## config.mk

```make
export PLATFORM = sky130hd
export DESIGN_NAME = huffman_header_parse_and_decode_flat
export DESIGN_NICKNAME = d
export VERILOG_FILES = /design/src/rtl/core/hhpd_pkg.sv /design/src/rtl/core/hhpd_if.sv /design/src/rtl/core/hhpd_ram.sv /design/src/rtl/core/huffman_header_parse_and_decode.sv /design/src/flat_wrapper.sv
export SDC_FILE = /design/constraint.sdc
export NUM_CORES = 2
export LEC_CHECK = 0
export BUFFER_PORTS_ARGS = -buffer_cell sky130_fd_sc_hd__clkbuf_2
export CORE_MARGIN = 2
export CORE_UTILIZATION = 35
export CTS_CLUSTER_SIZE = 20
export DETAILED_ROUTE_END_ITERATION = 12
export PLACE_DENSITY = 0.54
export SETUP_SLACK_MARGIN = 0.1
export SKIP_LAST_GASP = 1
export SYNTH_ARGS = -nofsm -noshare
export SYNTH_HDL_FRONTEND = slang
export SYNTH_HIERARCHICAL = 1
export SYNTH_SLANG_ARGS = --single-unit
```

## constraint.sdc

```tcl
create_clock -name clk -period 9.4 [get_ports clk]
set_clock_uncertainty 0.2 [all_clocks]
set_input_delay 1.41 -clock clk [delete_from_list [all_inputs] [get_ports clk]]
set_output_delay 1.41 -clock clk [all_outputs]
set_load 0.02 [all_outputs]
```

## src/rtl/core/hhpd_pkg.sv

```systemverilog
package hhpd_pkg;

  // Default sizes
  localparam int MAX_NODES_DEF     = 64;
  localparam int ALPHABET_SIZE_DEF = 26;
  localparam int STACK_DEPTH_DEF   = 32;

  // Payload widths
  localparam int SYMBOL_W = 8;
  localparam int STATUS_W = 2;

  // Characters of the header grammar and the body
  localparam logic [SYMBOL_W-1:0] CH_LPAREN = 8'h28;  // (
  localparam logic [SYMBOL_W-1:0] CH_RPAREN = 8'h29;  // )
  localparam logic [SYMBOL_W-1:0] CH_COMMA  = 8'h2C;  // ,
  localparam logic [SYMBOL_W-1:0] CH_ZERO   = 8'h30;  // 0
  localparam logic [SYMBOL_W-1:0] CH_ONE    = 8'h31;  // 1
  localparam logic [SYMBOL_W-1:0] CH_A      = 8'h61;  // a
  localparam logic [SYMBOL_W-1:0] CH_Z      = 8'h7A;  // z

  // Marker text that separates the header from the body
  localparam int               MARK_POS_W = 4;
  localparam logic [MARK_POS_W-1:0] MARK_LEN = 4'd9;

  // Result status codes
  typedef enum logic [STATUS_W-1:0] {
    STATUS_LETTER = 2'd0,
    STATUS_SYNTAX = 2'd1,
    STATUS_MARKER = 2'd2
  } status_t;

  // Decoder phase, one-hot
  typedef enum logic [3:0] {
    PH_HEADER = 4'b0001,
    PH_MARKER = 4'b0010,
    PH_BODY   = 4'b0100,
    PH_HALT   = 4'b1000
  } phase_t;

  // Parse stage of an open tree node
  typedef enum logic [1:0] {
    STG_LEFT  = 2'd0,
    STG_COMMA = 2'd1,
    STG_RIGHT = 2'd2,
    STG_CLOSE = 2'd3
  } stage_t;

  // Character of the marker text at a position
  function automatic logic [SYMBOL_W-1:0] marker_char(input logic [MARK_POS_W-1:0] pos);
    logic [SYMBOL_W-1:0] ch;
    unique case (pos)
      4'd0:    ch = 8'h48;  // H
      4'd1:    ch = 8'h45;  // E
      4'd2:    ch = 8'h41;  // A
      4'd3:    ch = 8'h44;  // D
      4'd4:    ch = 8'h45;  // E
      4'd5:    ch = 8'h52;  // R
      4'd6:    ch = 8'h45;  // E
      4'd7:    ch = 8'h4E;  // N
      4'd8:    ch = 8'h44;  // D
      default: ch = 8'h00;
    endcase
    return ch;
  endfunction

endpackage

```

## src/rtl/core/hhpd_if.sv

```systemverilog
interface hhpd_in_if;
  logic                          valid;
  logic                          ready;
  logic [hhpd_pkg::SYMBOL_W-1:0] symbol;
  logic                          restart;

  modport source (output valid, output symbol, output restart, input ready);
  modport sink   (input valid, input symbol, input restart, output ready);
endinterface

interface hhpd_out_if;
  logic                          valid;
  logic                          ready;
  logic [hhpd_pkg::SYMBOL_W-1:0] letter;
  logic [hhpd_pkg::STATUS_W-1:0] status;

  modport source (output valid, output letter, output status, input ready);
  modport sink   (input valid, input letter, input status, output ready);
endinterface

```

## src/rtl/core/hhpd_ram.sv

```systemverilog
module hhpd_ram #(
  parameter int WIDTH = 8,
  parameter int DEPTH = 16
) (
  input  logic                                   clk,
  input  logic                                   we,
  input  logic [((DEPTH > 1) ? $clog2(DEPTH) : 1)-1:0] waddr,
  input  logic [WIDTH-1:0]                       wdata,
  input  logic [((DEPTH > 1) ? $clog2(DEPTH) : 1)-1:0] raddr,
  output logic [WIDTH-1:0]                       rdata
);

  logic [WIDTH-1:0] mem [DEPTH];

  // Write one word, read one word with registered data
  always_ff @(posedge clk) begin
    if (we) begin
      mem[waddr] <= wdata;
    end
    rdata <= mem[raddr];
  end

endmodule

```

## src/rtl/core/huffman_header_parse_and_decode.sv

```systemverilog
// Huffman header parser and decoder.
// in_ch carries one character per transaction (symbol) and a restart flag.
// A transaction with restart set clears the tree and is parsed as the first
// header character. The header is a parenthesized tree such as (a,(b,c)),
// followed by the text HEADEREND; body characters '1' and '0' then walk to
// the left and right child, and each leaf reached is sent on out_ch with
// status 0, after which the walk restarts at the root. A syntax error
// (status 1) or marker mismatch (status 2) is sent once with letter 0, and
// the block stays silent until the next restart.
// An accepted character is decoded from the input register, and its
// result, if any, is held in the result register. Throughput is one
// character per cycle while out_ch is not stalled: the current tree node
// is held on the registered read port of the node RAM and the entry below
// the top of the parse stack on the registered read port of the stack RAM,
// both addressed with next state so they are ready for the next character.
// Reset (rst_n low, synchronous) empties both pipeline stages and enters
// header parsing; no clearing pass is needed. When out_ch is stalled the
// result is held, one more character is taken into the input register and
// in_ch.ready then drops until the result is taken.
module huffman_header_parse_and_decode #(
  parameter int MAX_NODES     = hhpd_pkg::MAX_NODES_DEF,
  parameter int ALPHABET_SIZE = hhpd_pkg::ALPHABET_SIZE_DEF,
  parameter int STACK_DEPTH   = hhpd_pkg::STACK_DEPTH_DEF
) (
  input  logic              clk,
  input  logic              rst_n,
  hhpd_in_if.sink           in_ch,
  hhpd_out_if.source        out_ch
);

  localparam int NW = (MAX_NODES > 1) ? $clog2(MAX_NODES) : 1;
  localparam int SW = (STACK_DEPTH > 1) ? $clog2(STACK_DEPTH) : 1;
  localparam int SYW = hhpd_pkg::SYMBOL_W;
  localparam logic [SYW-1:0] LetterLast = SYW'(32'h61 + ALPHABET_SIZE - 1);

  // Open node on the parse stack, with its left child once attached
  typedef struct packed {
    logic [NW-1:0]    node;
    hhpd_pkg::stage_t stage;
    logic [NW-1:0]    lidx;
    logic [SYW-1:0]   llet;
  } stk_t;

  // Internal tree node: both children and their letters (0 = internal)
  typedef struct packed {
    logic [NW-1:0]  lidx;
    logic [SYW-1:0] llet;
    logic [NW-1:0]  ridx;
    logic [SYW-1:0] rlet;
  } node_t;

  // Input register
  logic           s1_vld_r;
  logic [SYW-1:0] s1_sym_r;
  logic           s1_rst_r;
  logic           advance;

  // Decoder state
  hhpd_pkg::phase_t             phase_r, phase_nxt;
  logic [SW:0]                  sp_r, sp_nxt;
  logic [NW:0]                  cnt_r, cnt_nxt;
  logic [hhpd_pkg::MARK_POS_W-1:0] mpos_r, mpos_nxt;
  logic [NW-1:0]                cur_r, cur_nxt;
  stk_t                         top_r, top_nxt;
  logic                         byp_r, byp_nxt;
  stk_t                         byp_data_r;

  // Result register
  logic                 out_vld_r;
  logic [SYW-1:0]       out_letter_r;
  hhpd_pkg::status_t    out_status_r;
  logic                 res_vld;
  logic [SYW-1:0]       res_letter;
  hhpd_pkg::status_t    res_status;

  // Memory ports
  logic          nwe;
  logic [NW-1:0] nwaddr;
  node_t         nwdata;
  node_t         nrdata;
  logic          swe;
  logic [SW-1:0] swaddr;
  stk_t          swdata;
  logic [SW-1:0] sraddr;
  stk_t          srdata;
  stk_t          second;

  // Take a character when the input register is free or moves on
  assign advance     = s1_vld_r && (!out_vld_r || out_ch.ready);
  assign in_ch.ready = !s1_vld_r || advance;

  assign out_ch.valid  = out_vld_r;
  assign out_ch.letter = out_letter_r;
  assign out_ch.status = out_status_r;

  // Entry under the top of stack, with the word written last cycle
  assign second = byp_r ? byp_data_r : srdata;

  // Decode one character
  always_comb begin
    hhpd_pkg::phase_t                e_phase;
    logic [SW:0]                     e_sp;
    logic [NW:0]                     e_cnt;
    logic [hhpd_pkg::MARK_POS_W-1:0] e_mpos;
    logic [NW-1:0]                   e_cur;
    logic                            at_start;
    logic                            want_child;
    logic                            is_lp;
    logic                            is_let;
    logic                            full;
    logic [NW-1:0]                   n;
    logic [SYW-1:0]                  child_let;
    stk_t                            top_att;
    logic [NW-1:0]                   nx;
    logic [SYW-1:0]                  nx_let;

    phase_nxt  = phase_r;
    sp_nxt     = sp_r;
    cnt_nxt    = cnt_r;
    mpos_nxt   = mpos_r;
    cur_nxt    = cur_r;
    top_nxt    = top_r;
    res_vld    = 1'b0;
    res_letter = '0;
    res_status = hhpd_pkg::STATUS_LETTER;
    nwe        = 1'b0;
    nwaddr     = top_r.node;
    nwdata     = '0;
    swe        = 1'b0;
    swaddr     = '0;
    swdata     = top_r;

    // Restart clears the state before this character is handled
    e_phase = s1_rst_r ? hhpd_pkg::PH_HEADER : phase_r;
    e_sp    = s1_rst_r ? '0 : sp_r;
    e_cnt   = s1_rst_r ? '0 : cnt_r;
    e_mpos  = s1_rst_r ? '0 : mpos_r;
    e_cur   = s1_rst_r ? '0 : cur_r;

    at_start   = (e_sp == '0);
    want_child = !at_start &&
                 (top_r.stage == hhpd_pkg::STG_LEFT || top_r.stage == hhpd_pkg::STG_RIGHT);
    is_lp      = (s1_sym_r == hhpd_pkg::CH_LPAREN);
    is_let     = (s1_sym_r >= hhpd_pkg::CH_A) && (s1_sym_r <= LetterLast) &&
                 (s1_sym_r <= hhpd_pkg::CH_Z);
    full       = (e_cnt >= (NW+1)'(MAX_NODES));
    n          = e_cnt[NW-1:0];
    child_let  = is_lp ? '0 : s1_sym_r;

    // Attach the new node as the child the top entry waits for
    top_att = top_r;
    if (top_r.stage == hhpd_pkg::STG_LEFT) begin
      top_att.lidx  = n;
      top_att.llet  = child_let;
      top_att.stage = hhpd_pkg::STG_COMMA;
    end else begin
      top_att.stage = hhpd_pkg::STG_CLOSE;
    end

    nx     = nrdata.ridx;
    nx_let = nrdata.rlet;
    if (s1_sym_r == hhpd_pkg::CH_ONE) begin
      nx     = nrdata.lidx;
      nx_let = nrdata.llet;
    end

    if (advance) begin
      phase_nxt = e_phase;
      sp_nxt    = e_sp;
      cnt_nxt   = e_cnt;
      mpos_nxt  = e_mpos;
      cur_nxt   = e_cur;

      unique case (e_phase)
        hhpd_pkg::PH_HEADER: begin
          priority if (is_lp) begin
            if (!(at_start || want_child) || full ||
                e_sp >= (SW+1)'(STACK_DEPTH)) begin
              res_vld    = 1'b1;
              res_status = hhpd_pkg::STATUS_SYNTAX;
              phase_nxt  = hhpd_pkg::PH_HALT;
            end else begin
              cnt_nxt = e_cnt + (NW+1)'(1);
              // Push: the updated parent moves into the stack RAM
              if (!at_start) begin
                swe    = 1'b1;
                swaddr = SW'(e_sp - (SW+1)'(1));
                swdata = top_att;
                if (top_r.stage != hhpd_pkg::STG_LEFT) begin
                  nwe    = 1'b1;
                  nwdata = '{lidx: top_r.lidx, llet: top_r.llet, ridx: n, rlet: '0};
                end
              end
              top_nxt = '{node: n, stage: hhpd_pkg::STG_LEFT, lidx: '0, llet: '0};
              sp_nxt  = e_sp + (SW+1)'(1);
            end
          end else if (is_let) begin
            if (!want_child || full) begin
              res_vld    = 1'b1;
              res_status = hhpd_pkg::STATUS_SYNTAX;
              phase_nxt  = hhpd_pkg::PH_HALT;
            end else begin
              cnt_nxt = e_cnt + (NW+1)'(1);
              top_nxt = top_att;
              if (top_r.stage != hhpd_pkg::STG_LEFT) begin
                nwe    = 1'b1;
                nwdata = '{lidx: top_r.lidx, llet: top_r.llet, ridx: n, rlet: s1_sym_r};
              end
            end
          end else if (s1_sym_r == hhpd_pkg::CH_COMMA) begin
            if (at_start || top_r.stage != hhpd_pkg::STG_COMMA) begin
              res_vld    = 1'b1;
              res_status = hhpd_pkg::STATUS_SYNTAX;
              phase_nxt  = hhpd_pkg::PH_HALT;
            end else begin
              top_nxt.stage = hhpd_pkg::STG_RIGHT;
            end
          end else if (s1_sym_r == hhpd_pkg::CH_RPAREN) begin
            if (at_start || top_r.stage != hhpd_pkg::STG_CLOSE) begin
              res_vld    = 1'b1;
              res_status = hhpd_pkg::STATUS_SYNTAX;
              phase_nxt  = hhpd_pkg::PH_HALT;
            end else begin
              // Pop: the entry below becomes the top
              sp_nxt  = e_sp - (SW+1)'(1);
              top_nxt = second;
              if (e_sp == (SW+1)'(1)) begin
                phase_nxt = hhpd_pkg::PH_MARKER;
                mpos_nxt  = '0;
              end
            end
          end else begin
            res_vld    = 1'b1;
            res_status = hhpd_pkg::STATUS_SYNTAX;
            phase_nxt  = hhpd_pkg::PH_HALT;
          end
        end

        hhpd_pkg::PH_MARKER: begin
          if (e_mpos >= hhpd_pkg::MARK_LEN ||
              s1_sym_r != hhpd_pkg::marker_char(e_mpos)) begin
            res_vld    = 1'b1;
            res_status = hhpd_pkg::STATUS_MARKER;
            phase_nxt  = hhpd_pkg::PH_HALT;
          end else begin
            mpos_nxt = e_mpos + hhpd_pkg::MARK_POS_W'(1);
            if (mpos_nxt == hhpd_pkg::MARK_LEN) begin
              phase_nxt = hhpd_pkg::PH_BODY;
              cur_nxt   = '0;
            end
          end
        end

        hhpd_pkg::PH_BODY: begin
          // Step to a child; a leaf emits its letter and returns to the root
          if (s1_sym_r == hhpd_pkg::CH_ONE || s1_sym_r == hhpd_pkg::CH_ZERO) begin
            if (nx_let != '0) begin
              res_vld    = 1'b1;
              res_letter = nx_let;
              cur_nxt    = '0;
            end else begin
              cur_nxt = nx;
            end
          end
        end

        hhpd_pkg::PH_HALT: begin
        end

        default: begin
        end
      endcase
    end

    // Keep the entry under the next top on the stack read port
    sraddr  = (sp_nxt >= (SW+1)'(2)) ? SW'(sp_nxt - (SW+1)'(2)) : '0;
    byp_nxt = swe && (swaddr == sraddr);
  end

  // Node table: written when a node's right child is attached
  hhpd_ram #(
    .WIDTH ($bits(node_t)),
    .DEPTH (MAX_NODES)
  ) u_node_ram (
    .clk   (clk),
    .we    (nwe),
    .waddr (nwaddr),
    .wdata (nwdata),
    .raddr (cur_nxt),
    .rdata (nrdata)
  );

  // Parse stack below the top entry
  hhpd_ram #(
    .WIDTH ($bits(stk_t)),
    .DEPTH (STACK_DEPTH)
  ) u_stack_ram (
    .clk   (clk),
    .we    (swe),
    .waddr (swaddr),
    .wdata (swdata),
    .raddr (sraddr),
    .rdata (srdata)
  );

  // Control registers
  always_ff @(posedge clk) begin
    if (!rst_n) begin
      s1_vld_r  <= 1'b0;
      out_vld_r <= 1'b0;
      phase_r   <= hhpd_pkg::PH_HEADER;
      sp_r      <= '0;
      cnt_r     <= '0;
      mpos_r    <= '0;
      cur_r     <= '0;
      byp_r     <= 1'b0;
    end else begin
      if (in_ch.ready) begin
        s1_vld_r <= in_ch.valid;
      end
      if (advance) begin
        out_vld_r <= res_vld;
      end else if (out_ch.ready) begin
        out_vld_r <= 1'b0;
      end
      phase_r <= phase_nxt;
      sp_r    <= sp_nxt;
      cnt_r   <= cnt_nxt;
      mpos_r  <= mpos_nxt;
      cur_r   <= cur_nxt;
      byp_r   <= byp_nxt;
    end
  end

  // Payload registers
  always_ff @(posedge clk) begin
    if (in_ch.ready && in_ch.valid) begin
      s1_sym_r <= in_ch.symbol;
      s1_rst_r <= in_ch.restart;
    end
    if (advance) begin
      out_letter_r <= res_letter;
      out_status_r <= res_status;
    end
    top_r      <= top_nxt;
    byp_data_r <= swdata;
  end

  // Stack and node counts stay within their bounds
  a_sp_bound: assert property (@(posedge clk) disable iff (!rst_n)
    sp_r <= (SW+1)'(STACK_DEPTH))
    else $error("parse stack pointer beyond stack depth");

  a_cnt_bound: assert property (@(posedge clk) disable iff (!rst_n)
    cnt_r <= (NW+1)'(MAX_NODES))
    else $error("node count beyond node table size");

  // Halted decoder produces nothing without restart
  a_halt_quiet: assert property (@(posedge clk) disable iff (!rst_n)
    (advance && phase_r == hhpd_pkg::PH_HALT && !s1_rst_r) |=> !out_vld_r)
    else $error("result produced while halted");

  // Body decoding starts at the root
  a_body_root: assert property (@(posedge clk) disable iff (!rst_n)
    (advance && phase_r == hhpd_pkg::PH_MARKER && phase_nxt == hhpd_pkg::PH_BODY)
      |=> (cur_r == '0))
    else $error("body walk does not start at the root");

endmodule
```

## src/flat_wrapper.sv

```systemverilog
// flat-port wrapper written by rule: the top's interface ports become plain ports
module huffman_header_parse_and_decode_flat 
#(
  parameter int MAX_NODES     = hhpd_pkg::MAX_NODES_DEF,
  parameter int ALPHABET_SIZE = hhpd_pkg::ALPHABET_SIZE_DEF,
  parameter int STACK_DEPTH   = hhpd_pkg::STACK_DEPTH_DEF
)
  (clk, rst_n, in_ch_valid, in_ch_symbol, in_ch_restart, in_ch_ready, out_ch_valid, out_ch_letter, out_ch_status, out_ch_ready);
  hhpd_in_if in_ch_i ();
  hhpd_out_if out_ch_i ();
  input  logic clk;
  input  logic rst_n;
  input wire logic [$bits(in_ch_i.valid)-1:0] in_ch_valid;
  input wire logic [$bits(in_ch_i.symbol)-1:0] in_ch_symbol;
  input wire logic [$bits(in_ch_i.restart)-1:0] in_ch_restart;
  output wire logic [$bits(in_ch_i.ready)-1:0] in_ch_ready;
  output wire logic [$bits(out_ch_i.valid)-1:0] out_ch_valid;
  output wire logic [$bits(out_ch_i.letter)-1:0] out_ch_letter;
  output wire logic [$bits(out_ch_i.status)-1:0] out_ch_status;
  input wire logic [$bits(out_ch_i.ready)-1:0] out_ch_ready;
  assign in_ch_i.valid = in_ch_valid;
  assign in_ch_i.symbol = in_ch_symbol;
  assign in_ch_i.restart = in_ch_restart;
  assign in_ch_ready = in_ch_i.ready;
  assign out_ch_valid = out_ch_i.valid;
  assign out_ch_letter = out_ch_i.letter;
  assign out_ch_status = out_ch_i.status;
  assign out_ch_i.ready = out_ch_ready;
  huffman_header_parse_and_decode #(.MAX_NODES(MAX_NODES), .ALPHABET_SIZE(ALPHABET_SIZE), .STACK_DEPTH(STACK_DEPTH)) u_core (.clk(clk), .rst_n(rst_n), .in_ch(in_ch_i), .out_ch(out_ch_i));
endmodule
```

==> impl_results.md <==
* Clock Tree Root: clkbuf_16
* Core box area at 0.291 mm^2
* Cts repair resizes at 0
* Worst reg-to-reg setup slack at around 2.5 ns
* CTS tree: done
* Num ports at 25
* Clock transition at path regs at around 0.06 ns
* Largest net degree at the start of global routing at 99
* Initial antenna violation count at 14
* Detailed Routing Iterations Pass 1 at 6
* Async SR Flop Fraction at 0
* R2R Path End: u_core/u_node_ram/rdata[21]
* Seq/Total Area, Yosys at 0.762
* CP startpoint kind: flop
* Post-synthesis mux area share at 0.147
* Fmax at 0.144 GHz
* DR WL/cell at 28.2 um
* Die span in x at around 550 um
* Synth-to-layout area growth at 15.1%
* Worst relative slew slack at -0.0000139
* Clock Latency Late Sink at 0.90 ns
* Synthesized area per cell at 19.5 um^2
* First-pass GRT wire length at 386 mm
* CTS sink cnt at 2,639
* Post-layout util at 0.406
* WL met2 at around 130 mm
* Slowest cell on crit path: edfxtp_1
* Yosys reg bits at 2,639
* FF-to-FF path depth at 20
* Number of CTS-inserted buffers at 289
* Min cycle time layout at 6.94 ns
* Post-place setup slack at 1.93 ns
* Max-slew violation count at 1
* Worst Hold Class: reg2reg
* Combinational family with the most area after synthesis: multiplexers
* Met1 WL at 123 mm
* DRT iter0 DRCs at 5,438
* Status: finished, violations left
* Final Cell Area at 0.118 mm^2
* Maximum VDD drop at 0.000149 V
* Critical Path End: u_core/u_node_ram/rdata[21]
* Top sig layer: met4
* Worst Tran Pin Value at between 1 and 1.5 ns
* Cell taking the most area after synthesis: edfxtp_1
* Vias in the first global route at 51,431
* Synthesized area at 0.103 mm^2
* Post-Route WL at 273 mm
* Pwr per Cell Area at 202 mW/mm^2
* Port Buf Inserts at 24
* Max_cap viols at 1
* DRC viols at 0
* CP arrival at roughly 7.5 ns
* Commonest cells in the netlist: edfxtp_1 (2,537), mux2i_1 (637), mux4_2 (376)
* Area share of fa/ha/maj cells after synthesis at 0.000975
* Crit-path max FO at 51
* Top FF cell, synth: edfxtp_1
* Critical path, cell by cell: inv_2 > nand2_1 > inv_1 > ha_1 > xnor2_1 > a32oi_1 > or3_1 > a211o_1 > or3_1 > nor3_1 > o31ai_2 > buf_4 > o2bb2ai_4 > buf_12 > nor2_4 > buf_4 > a22oi_1 > a31oi_1 > o21ai_0 > and3_1
* WP depth at 20
* Grt ovf at 0
* Failing checks: max-capacitance violations, max-slew violations
* Total GRT Usage at 0.178
* Clk buf depth at 4
* Fraction of layout cells with a size suffix above 1 at 0.215
* Floorplan row count at 198
* Cell Area, Placed at 0.109 mm^2
* Leakage power at 37.2 nW
* Post-synthesis cell count at 5,276
* Crit-path leading delay family: compound AO/OA/AOI/OAI gates
* Crit path launch: u_core/s1_rst_r
* Bufs and invs on worst path at 5
* Initial Util at 0.352
* RePlAce Congestion at 0.799
* Die area at 0.298 mm^2
* Post-synthesis simple-gate area fraction at 0.0295
* Worst Path Required at 9.95 ns
* Antenna-violating nets left at 0
* Fin crit share at 0.739
* Post-CTS setup buffers at 0
* Worst hold slack at between 0.2 and 0.3 ns
* Yosys cell types at 80
* Area contributors post-synth: edfxtp_1 (74%), mux4_2 (8.2%), mux2i_1 (6.2%), dfxtp_1 (2.0%), a22oi_1 (1.4%)
* DP HPWL at 155 mm
* Post-route setup slack at 2.46 ns
* Top-count cell post-synth: edfxtp_1
* Final Hold Viols at 0
* H-Tree Depth at 5
* Yosys top cell area share at 0.742
* Die Ht at 546 um
* Post-Synth XOR/XNOR Area at 0.000938
* Setup violators final at 0
* WS Path Type: reg2reg
* Metal3 WL at about 17 mm
* RSZ-0062 raised after global routing: false
* Hold-fix buffers, CTS at 0
* Setup TNS Final at 0 ns
* Critical path capture point type: flop
* R2R Path Start: u_core/s1_rst_r
* Nets at 5,576
* Max stage delay on crit path at 0.75 ns
* Post-synthesis compound-gate area fraction at 0.0426
* Number of synthesized flops with an enable pin at 2,537
* Vias per inst at 5.41
* Warnings from Yosys at 6
* Total number of vias at 52,310
## power breakdown
part | total, mW | switching [mW] | leakage, nW | internal (mW)
registers | 12.7 | 0.0105 | 25.8 | 12.7
clock network | 11.1 | 4.56 | 4.51 | 6.51
logic | 0.0735 | 0.0556 | 6.90 | 0.0179
## registers in the layout, summed over array words and instances, names as in the netlist
signal / count
u_core/cnt_r: 7
u_core/s1_rst_r: 1
u_core/cur_r: 6
u_core/s1_sym_r: 8
u_core/sp_r: 6
u_core/byp_data_r: 22
u_core/s1_vld_r: 1
u_core/top_r: 16
u_core/out_ch.valid: 1
u_core/byp_r: 1
u_core/u_node_ram/mem: 1792
u_core/out_ch.status: 2
u_core/mpos_r: 4
u_core/nwaddr: 6
u_core/out_ch.letter: 8
u_core/u_node_ram/rdata: 28
u_core/phase_r: 4
u_core/u_stack_ram/rdata: 22
u_core/u_stack_ram/mem: 704
## area by class of cell
class / instances / area, um^2
Timing Repair Buffer: 242 / 2010
Clock buffer: 350 / 7590
Inverter: 16 / 60.1
Antenna cell: 7 / 17.5
Tap cell: 3900 / 4880
Sequential cell: 2639 / 78200
Clock inverter: 150 / 1610
Multi-Input combinational cell: 2367 / 23800
Fill cell: 25803 / 173000
## routing by layer
layer / global-route usage / up-vias
met5: 0 / -
met4: 0.0351 / 0
met3: 0.0265 / 289
met2: 0.284 / 1727
met1: 0.260 / 28159
li1: - / 22135
## metrics by stage
stage | power, mW | std cells
2_1_floorplan | 13.0 | 5339
3_3_place_gp | 13.0 | 9163
3_5_place_dp | 13.0 | 9164
4_1_cts | 24.1 | 9664
5_1_grt | 24.5 | 9665
6_report | 23.9 | 9671
## placed cells by master (no fill, tap or decap), types with 14 or more instances in the layout
cell type / Yosys / final
edfxtp_1: 2537 / 2537
mux2i_1: 637 / 637
mux4_2: 376 / 376
clkbuf_16: 0 / 289
buf_4: 60 / 198
a22oi_1: 186 / 186
nand2_1: 111 / 111
dfxtp_1: 102 / 101
nand3_1: 83 / 83
nor2_1: 182 / 79
o21ai_0: 92 / 78
a21oi_1: 77 / 76
a31oi_1: 75 / 75
nor2_4: 1 / 73
o22ai_1: 71 / 71
conb_1: 1 / 64
clkinv_1: 1 / 52
clkbuf_1: 122 / 48
clkinv_2: 0 / 46
a22o_1: 46 / 46
nor3_1: 40 / 38
nor2_2: 1 / 32
nand4_1: 30 / 30
bufinv_16: 0 / 27
and3_1: 28 / 27
clkbuf_2: 0 / 24
a21o_1: 22 / 22
and2_2: 0 / 20
buf_12: 0 / 20
o31ai_1: 26 / 18
mux2_2: 18 / 18
nor2b_1: 18 / 14
nand3b_1: 14 / 14
## worst reg2reg max path: stages, from the launching register on
cell and delay, ns:
edfxtp_1 0.75, inv_2 0.29, nand2_1 0.21, inv_1 0.08, ha_1 0.27, xnor2_1 0.16, a32oi_1 0.11, or3_1 0.33
a211o_1 0.27, or3_1 0.37, nor3_1 0.26, o31ai_2 0.09, buf_4 0.23, o2bb2ai_4 0.46, buf_12 0.40, nor2_4 0.31
buf_4 0.60, a22oi_1 0.23, a31oi_1 0.53, o21ai_0 0.40, and3_1 0.29
## cells by family after synthesis
group,after synthesis
flops,2639
mux,1031
fa+ha+maj,8
xor+xnor,11
buf+inv,333
compound gates,644
simple gates,609
other cells,1
## how the worst min path moves through the flow
stage | end | depth (start not counted) | from
2_1_floorplan | u_core/cnt_r[1] | 2 | u_core/cnt_r[1]
3_3_place_gp | u_core/cnt_r[1] | 2 | u_core/cnt_r[1]
3_5_place_dp | u_core/cnt_r[1] | 2 | u_core/cnt_r[1]
4_1_cts | u_core/cnt_r[1] | 2 | u_core/cnt_r[1]
5_1_grt | u_core/cnt_r[1] | 2 | u_core/cnt_r[1]
6_report | u_core/cnt_r[1] | 2 | u_core/cnt_r[1]
Note: power is estimated with default switching activity, not from simulation.
